--- config.mk ---
export PLATFORM = sky130hd
export DESIGN_NAME = pac_ctrl
export DESIGN_NICKNAME = d
export VERILOG_FILES = /design/src/hw/rtl/pac_pkg.sv /design/src/hw/rtl/pac_ctrl.sv
export SDC_FILE = /design/constraint.sdc
export NUM_CORES = 1
export LEC_CHECK = 0
export CAP_MARGIN = 20
export CORE_MARGIN = 5
export CORE_UTILIZATION = 35
export DETAILED_ROUTE_END_ITERATION = 8
export DONT_BUFFER_PORTS = 1
export GPL_ROUTABILITY_DRIVEN = 0
export PLACE_DENSITY = 0.48
export REMOVE_ABC_BUFFERS = 1
export SLEW_MARGIN = 10
export SYNTH_ARGS = -nofsm -noshare
export SYNTH_HDL_FRONTEND = slang
export SYNTH_SLANG_ARGS = --single-unit
--- constraint.sdc ---
create_clock -name clk_i -period 4.9 [get_ports clk_i]
set_input_delay 0.245 -clock clk_i [delete_from_list [all_inputs] [get_ports clk_i]]
set_output_delay 0.245 -clock clk_i [all_outputs]
set_load 0.05 [all_outputs]
--- src/hw/rtl/pac_pkg.sv ---
// Package of shared widths, controller/datapath structs and helpers for the polygon centroid.
package pac_pkg;

  // Coordinate and accumulator widths
  localparam int COORD_BITS     = 16;
  localparam int SUM_BITS       = COORD_BITS + 1;
  localparam int PROD_BITS      = 2 * COORD_BITS;
  localparam int CROSS_BITS     = PROD_BITS + 1;
  localparam int AREA_TERM_BITS = 2 * SUM_BITS;
  localparam int CSUM_TERM_BITS = SUM_BITS + CROSS_BITS;
  localparam int AREA_BITS      = 43;
  localparam int CSUM_BITS      = 58;
  localparam int OUT_AREA_BITS  = 42;

  // Quotient keeps one bit above the coordinate range to flag saturation
  localparam int QUO_BITS = COORD_BITS + 1;

  // Default vertex limit per polygon
  localparam int MAX_VERTICES_DEF = 1024;

  // Stream word layout
  localparam int IN_TDATA_W  = 48;
  localparam int OUT_TDATA_W = 96;
  localparam int OUT_TUSER_W = 2;

  // Commands from controller to datapath
  typedef struct packed {
    logic take_first;
    logic add_edge;
    logic close_edge;
    logic prep;
    logic start;
    logic load_out;
    logic too_many;
  } cmd_t;

  // Status from datapath to controller
  typedef struct packed {
    logic div_done;
  } status_t;

  // Turn a quotient magnitude into a signed, saturated coordinate
  function automatic logic [COORD_BITS-1:0] centre_fix(
    input logic [QUO_BITS-1:0] q,
    input logic                neg,
    input logic                zero
  );
    logic [QUO_BITS-1:0]   lim;
    logic [COORD_BITS-1:0] res;
    lim = QUO_BITS'(1) << (COORD_BITS - 1);
    if (zero) begin
      res = '0;
    end else if (neg) begin
      if (q >= lim) begin
        res = {1'b1, {(COORD_BITS-1){1'b0}}};
      end else begin
        res = COORD_BITS'(QUO_BITS'(0) - q);
      end
    end else begin
      if (q > lim - QUO_BITS'(1)) begin
        res = {1'b0, {(COORD_BITS-1){1'b1}}};
      end else begin
        res = q[COORD_BITS-1:0];
      end
    end
    return res;
  endfunction

endpackage

--- src/hw/rtl/pac_ctrl.sv ---
// Controller: vertex counting, polygon close, drain, divide and result handshake.
module pac_ctrl #(
  parameter int MAX_VERTICES = pac_pkg::MAX_VERTICES_DEF
) (
  input  logic             clk_i,
  input  logic             rst_ni,
  input  logic             in_valid_i,
  input  logic             in_last_i,
  output logic             in_ready_o,
  output logic             out_valid_o,
  input  logic             out_ready_i,
  input  pac_pkg::status_t status_i,
  output pac_pkg::cmd_t    cmd_o
);

  localparam int CNT_W = $clog2(MAX_VERTICES + 2);

  localparam logic [2:0] S_ACCUM = 3'd0;
  localparam logic [2:0] S_CLOSE = 3'd1;
  localparam logic [2:0] S_DRAIN = 3'd2;
  localparam logic [2:0] S_PREP  = 3'd3;
  localparam logic [2:0] S_START = 3'd4;
  localparam logic [2:0] S_DIV   = 3'd5;
  localparam logic [2:0] S_OUT   = 3'd6;

  logic [2:0]       state_q, state_d;
  logic [CNT_W-1:0] cnt_q, cnt_d;
  logic             drain_q, drain_d;
  logic             out_valid_q, out_valid_d;
  logic             accept;
  logic             load;

  assign accept = in_valid_i && (state_q == S_ACCUM);
  assign load   = (state_q == S_OUT) && (!out_valid_q || out_ready_i);

  // Next state
  always_comb begin
    state_d = state_q;
    drain_d = drain_q;
    unique case (state_q)
      S_ACCUM: begin
        if (accept && in_last_i) state_d = S_CLOSE;
      end
      S_CLOSE: begin
        state_d = S_DRAIN;
        drain_d = 1'b0;
      end
      S_DRAIN: begin
        drain_d = 1'b1;
        if (drain_q) state_d = S_PREP;
      end
      S_PREP:  state_d = S_START;
      S_START: state_d = S_DIV;
      S_DIV: begin
        if (status_i.div_done) state_d = S_OUT;
      end
      S_OUT: begin
        if (load) state_d = S_ACCUM;
      end
      default: state_d = S_ACCUM;
    endcase
  end

  // Count vertices of the polygon, saturating one above the limit
  always_comb begin
    cnt_d = cnt_q;
    if (load) begin
      cnt_d = '0;
    end else if (accept) begin
      if (cnt_q == '0) begin
        cnt_d = CNT_W'(1);
      end else if (cnt_q < CNT_W'(MAX_VERTICES)) begin
        cnt_d = cnt_q + CNT_W'(1);
      end else begin
        cnt_d = CNT_W'(MAX_VERTICES + 1);
      end
    end
  end

  // Hold the result word until taken
  always_comb begin
    out_valid_d = out_valid_q;
    if (load) begin
      out_valid_d = 1'b1;
    end else if (out_ready_i) begin
      out_valid_d = 1'b0;
    end
  end

  always_ff @(posedge clk_i or negedge rst_ni) begin
    if (!rst_ni) begin
      state_q     <= S_ACCUM;
      cnt_q       <= '0;
      drain_q     <= 1'b0;
      out_valid_q <= 1'b0;
    end else begin
      state_q     <= state_d;
      cnt_q       <= cnt_d;
      drain_q     <= drain_d;
      out_valid_q <= out_valid_d;
    end
  end

  // Datapath commands
  assign cmd_o.take_first = accept && (cnt_q == '0);
  assign cmd_o.add_edge   = accept && (cnt_q != '0) && (cnt_q < CNT_W'(MAX_VERTICES));
  assign cmd_o.close_edge = state_q == S_CLOSE;
  assign cmd_o.prep       = state_q == S_PREP;
  assign cmd_o.start      = state_q == S_START;
  assign cmd_o.load_out   = load;
  assign cmd_o.too_many   = cnt_q > CNT_W'(MAX_VERTICES);

  assign in_ready_o  = state_q == S_ACCUM;
  assign out_valid_o = out_valid_q;

endmodule

# After elaboration in Yosys (flattened, before gate mapping)
# Index checks and enable logic that the tools add are counted.
[totals] register_bits=16 in_bits=6 output_inout_bits=9 wordCells=44
[op_classes] add_sub_neg=1 order_cmp=2 eq_ne=10 mux=12 reduce_logical=15
[op_table] op="2-to-1 mux 11 bit" n=4
[op_table] op="one-hot mux 3 bit (7 select lines)" n=1
[op_table] op="2-to-1 mux 3 bit" n=4
[op_table] op="adder 11 x 1 -> 11 bit (second input constant)" n=1
[op_table] op="greater-than comparator 11 bit (second input constant)" n=1
[op_table] op="zero test 11 bit" n=1
[op_table] op="less-than comparator 11 bit (second input constant)" n=1
[op_table] op="nonzero test 11 bit" n=1
[op_table] op="equality test 3 bit (second input constant)" n=3
[op_table] op="equality test 3 x 2 -> 1 bit (second input constant)" n=2
[op_table] op="logical AND 1 bit" n=6
[op_table] op="inequality test 2 bit (second input constant)" n=3
[op_table] op="nonzero test 2 bit" n=3
[op_table] op="AND reduction 4 bit" n=1
[op_table] op="equality test 3 x 1 -> 1 bit (second input constant)" n=1
[op_table] op="zero test 3 bit" n=1
[op_table] op="2-to-1 mux 1 bit" n=2
[op_table] op="inequality test 2 x 1 -> 1 bit (second input constant)" n=1
[op_table] op="one-hot mux 1 bit (2 select lines)" n=1
[op_table] op="zero test 1 bit" n=1
[op_table] op="logical OR 1 bit" n=1

# Longest topological paths before layout
[depth] word_depth=5 mapped_depth=6 mapped_depth_nobuf=5

# Worst setup path before layout
# No wires, ideal clock.
[synth_path] path_kind="register to output" from="register state_q[0]" to="output cmd_o[6] (netlist name)" t_arrival_ns=2.087 required_time_ns=4.655 setup_slack_ns=2.568 stages_incl_launch_ff=4 path_buffers=1 cell_sequence="dfrtp_1 or4b_1 buf_6 nor3_1"
[synth_rtl] item="start, declared" line="pac_ctrl.sv:26" source="logic [2:0] state_q, state_d;"
[synth_rtl] item="start signal, assigned" line="pac_ctrl.sv:97" source="state_q <= state_d;"
[synth_rtl] item="end, declared" line="pac_ctrl.sv:13" source="output pac_pkg::cmd_t cmd_o"

==> results.sh <==
export IMPL_combPwrFrac_pct=47.5
export IMPL_synth_cell_types=40
export IMPL_synth_edf_count=0
export IMPL_design_area_um2=1020
export IMPL_die_area_um2=3930
export IMPL_yosysWarnings=0
export IMPL_boundaryPins=15
export IMPL_max_clock_freq_mhz=433
export IMPL_final_setup_worst_slack_ns=2.59
export IMPL_synth_seq_cells=16
export IMPL_fin_crit_sh_pct=47.1
export IMPL_vias_per_cell=5.84
export IMPL_internal_power_mw=0.280
export IMPL_die_x_um=62.7
export IMPL_synth_area_per_cell_um2=9.17
export IMPL_drt_iter0_drc=25
export IMPL_clock_latency_ns=0.28
export IMPL_slew_viol_final=0
export IMPL_vias=800
export IMPL_cts_tree="done"
export IMPL_synth_area_leaders="dfrtp_1 (41%), a31oi_1 (3.9%), nand2_1 (3.9%), nor2_1 (3.9%), a221o_1 (3.1%)"
export IMPL_post_cts_resized=0
export IMPL_cp_required_ns=4.66
export IMPL_final_core_util_pct=37.6
export IMPL_synth_top_area_share_pct=41.2
export IMPL_worstHoldPathType="in -> reg"
export IMPL_drive_gt1_share_pct=9.43
export IMPL_final_cell_mix="dfrtp_1 (16), nand2_1 (10), nor2_1 (10)"
export IMPL_synth_flop_cell="dfrtp_1"
export IMPL_path_class="reg -> out"
export IMPL_grt_first_pass_wirelength_mm=3.62
export IMPL_postRouteAntennaNets=0
export IMPL_p_sw_mw=0.286
export IMPL_path_max_fanout=11
export IMPL_ir_drop_mv=0.474
export IMPL_setup_viol=0
export IMPL_syn2layout_area_growth_pct=4.89
export IMPL_async_flop_share_pct=100
export IMPL_hpwlAfterDp_mm=1.58
export IMPL_clock_path_buffers=2
export IMPL_cts_root_buf="clkbuf_4"
export IMPL_post_drt_wl_per_cell_um=15.5
export IMPL_firstDrtPassIters=4
export IMPL_rsz0062_at_grt="false"
export IMPL_grt_overflow_total=0
export IMPL_swShare_pct=50.5
export IMPL_mostFrequentLayoutCell="dfrtp_1"
export IMPL_cts_buffers=3
export IMPL_powerDensity_nw_per_um2=555
export IMPL_worstMarginPinSlew_ns=0.956
export IMPL_grt_pass1_vias=752
export IMPL_hold_viol_final=0
export IMPL_nets=116
export IMPL_clock_sinks=16
export IMPL_leakagePower_nw=0.450
export IMPL_power_clock_fraction_pct=12.2
export IMPL_grt_usage_pct=11.3
export IMPL_fin_skew_ns=0.00189
export IMPL_core_area_um2=2710
export IMPL_p_seq_share_pct=40.3
export IMPL_placedInstanceArea_um2=987
export IMPL_drv_cap=0
export IMPL_portBuffers=0
export IMPL_wl_mm=2.12
export IMPL_antennaDiodeCount=0
export IMPL_place_ws_ns=2.91
export IMPL_cp_end_kind="output pin"
export IMPL_status="finished clean"
export IMPL_worst_setup_path_start_kind="register"
export IMPL_drc=0
export IMPL_grt_max_degree=17
export IMPL_die_h_um=62.7
export IMPL_htreeDepth=1
export IMPL_rows=19
export IMPL_finalCriticalPeriod_ns=2.31
export IMPL_syn_area_um2=972
export IMPL_cp_data_arrival_time_ns=2.06
export IMPL_initial_utilization_pct=35.9
export IMPL_clkTransAtPathRegs_ns=0.09
export IMPL_netlist_instances=106
export IMPL_ys_seq_area_share_pct=41.2
export IMPL_max_slew_margin_pct=36.0
export IMPL_fin_hold_ws_ns=0.223
export IMPL_grt_antenna_before_repair=0
export IMPL_finalSetupTns_ns=0
export IMPL_synth_top_area_cell="dfrtp_1"
==> critical path, stage by stage (launching register included) <==
cell and delay, ns:
dfrtp_1 0.48, or4b_1 0.77, nor2_8 0.22, and2_4 0.30
==> state kept, by name (all words and copies together) (netlist names) <==
name,flops
cnt_q,11
state_q,3
drain_q,1
out_valid_o,1
==> Yosys cell counts, types with 2 or more instances <==
master     n
dfrtp_1   16
nand2_1   10
nor2_1    10
a31oi_1    6
a21oi_1    5
nor3_1     5
and3_1     4
inv_1      4
o21ai_0    4
a221o_1    3
clkbuf_1   3
nand3_1    3
a21o_1     2
buf_6      2
ha_1       2
nand2b_1   2
o211ai_1   2
==> routing by layer <==
| layer | track usage, % | part of all wire, % |
|---|---|---|
| met5 | 0 | 0 |
| met4 | 2.39 | 1.3 |
| met3 | 4.32 | 6.1 |
| met2 | 17.2 | 45 |
| met1 | 15.1 | 48 |
==> per-stage QoR <==
step,total power [mW],std cells
finish,0.566,137
global placement,0.496,133
floorplan,0.433,99
CTS,0.574,137
global route,0.615,137
detailed placement,0.498,133
==> kinds of logic after synthesis <==
family                   synth area share (%)
AO/OA/AOI/OAI                            20.8
adder cells (fa/ha/maj)                  2.57
buffers and inverters                    6.31
flip-flops                               41.2
AND/OR/NAND/NOR                          29.1
==> timing repair <==
| item | CTS | global route |
|---|---|---|
| buffers inserted | 0 | 0 |
| hold buffers | 1 | 0 |
| setup endpoints to repair | 0 | 0 |
| endpoints found under the hold margin | 16 | 0 |
==> final cells by class <==
cell class	count	area (um2)
fillers	297	1690
well taps	31	38.8
inverters	4	15.0
repair buffers	4	32.5
clock buffers	3	22.5
flip-flops and latches	16	400
multi-input cells	79	510
==> power groups by stage <==
stage / Clock (mW) / Combinational [mW] / Sequential [mW]
floorplan: 0 / 0.215 / 0.218
global placement: 0 / 0.266 / 0.230
detailed placement: 0 / 0.266 / 0.231
CTS: 0.0745 / 0.272 / 0.228
global route: 0.0806 / 0.297 / 0.237
finish: 0.0690 / 0.269 / 0.228
==> final timing paths <==
check | start | end | slack, ns | cells after the start
setup / recovery | state_q[1]$_DFFE_PN0P_ | cmd_o[5] | 2.59 | 3
hold / removal | out_ready_i | out_valid_o$_DFFE_PN0P_ | 0.22 | 2
setup reg to reg | state_q[1]$_DFFE_PN0P_ | cnt_q[4]$_DFFE_PN0P_ | 2.89 | 4
hold reg to reg | drain_q$_DFFE_PN0P_ | drain_q$_DFFE_PN0P_ | 0.52 | 2
max in group asynchronous | rst_ni | cnt_q[8]$_DFFE_PN0P_ | 3.97 | 1
min in group asynchronous | rst_ni | cnt_q[2]$_DFFE_PN0P_ | 0.47 | 1
No activity file was read; power rests on OpenSTA's default activity.
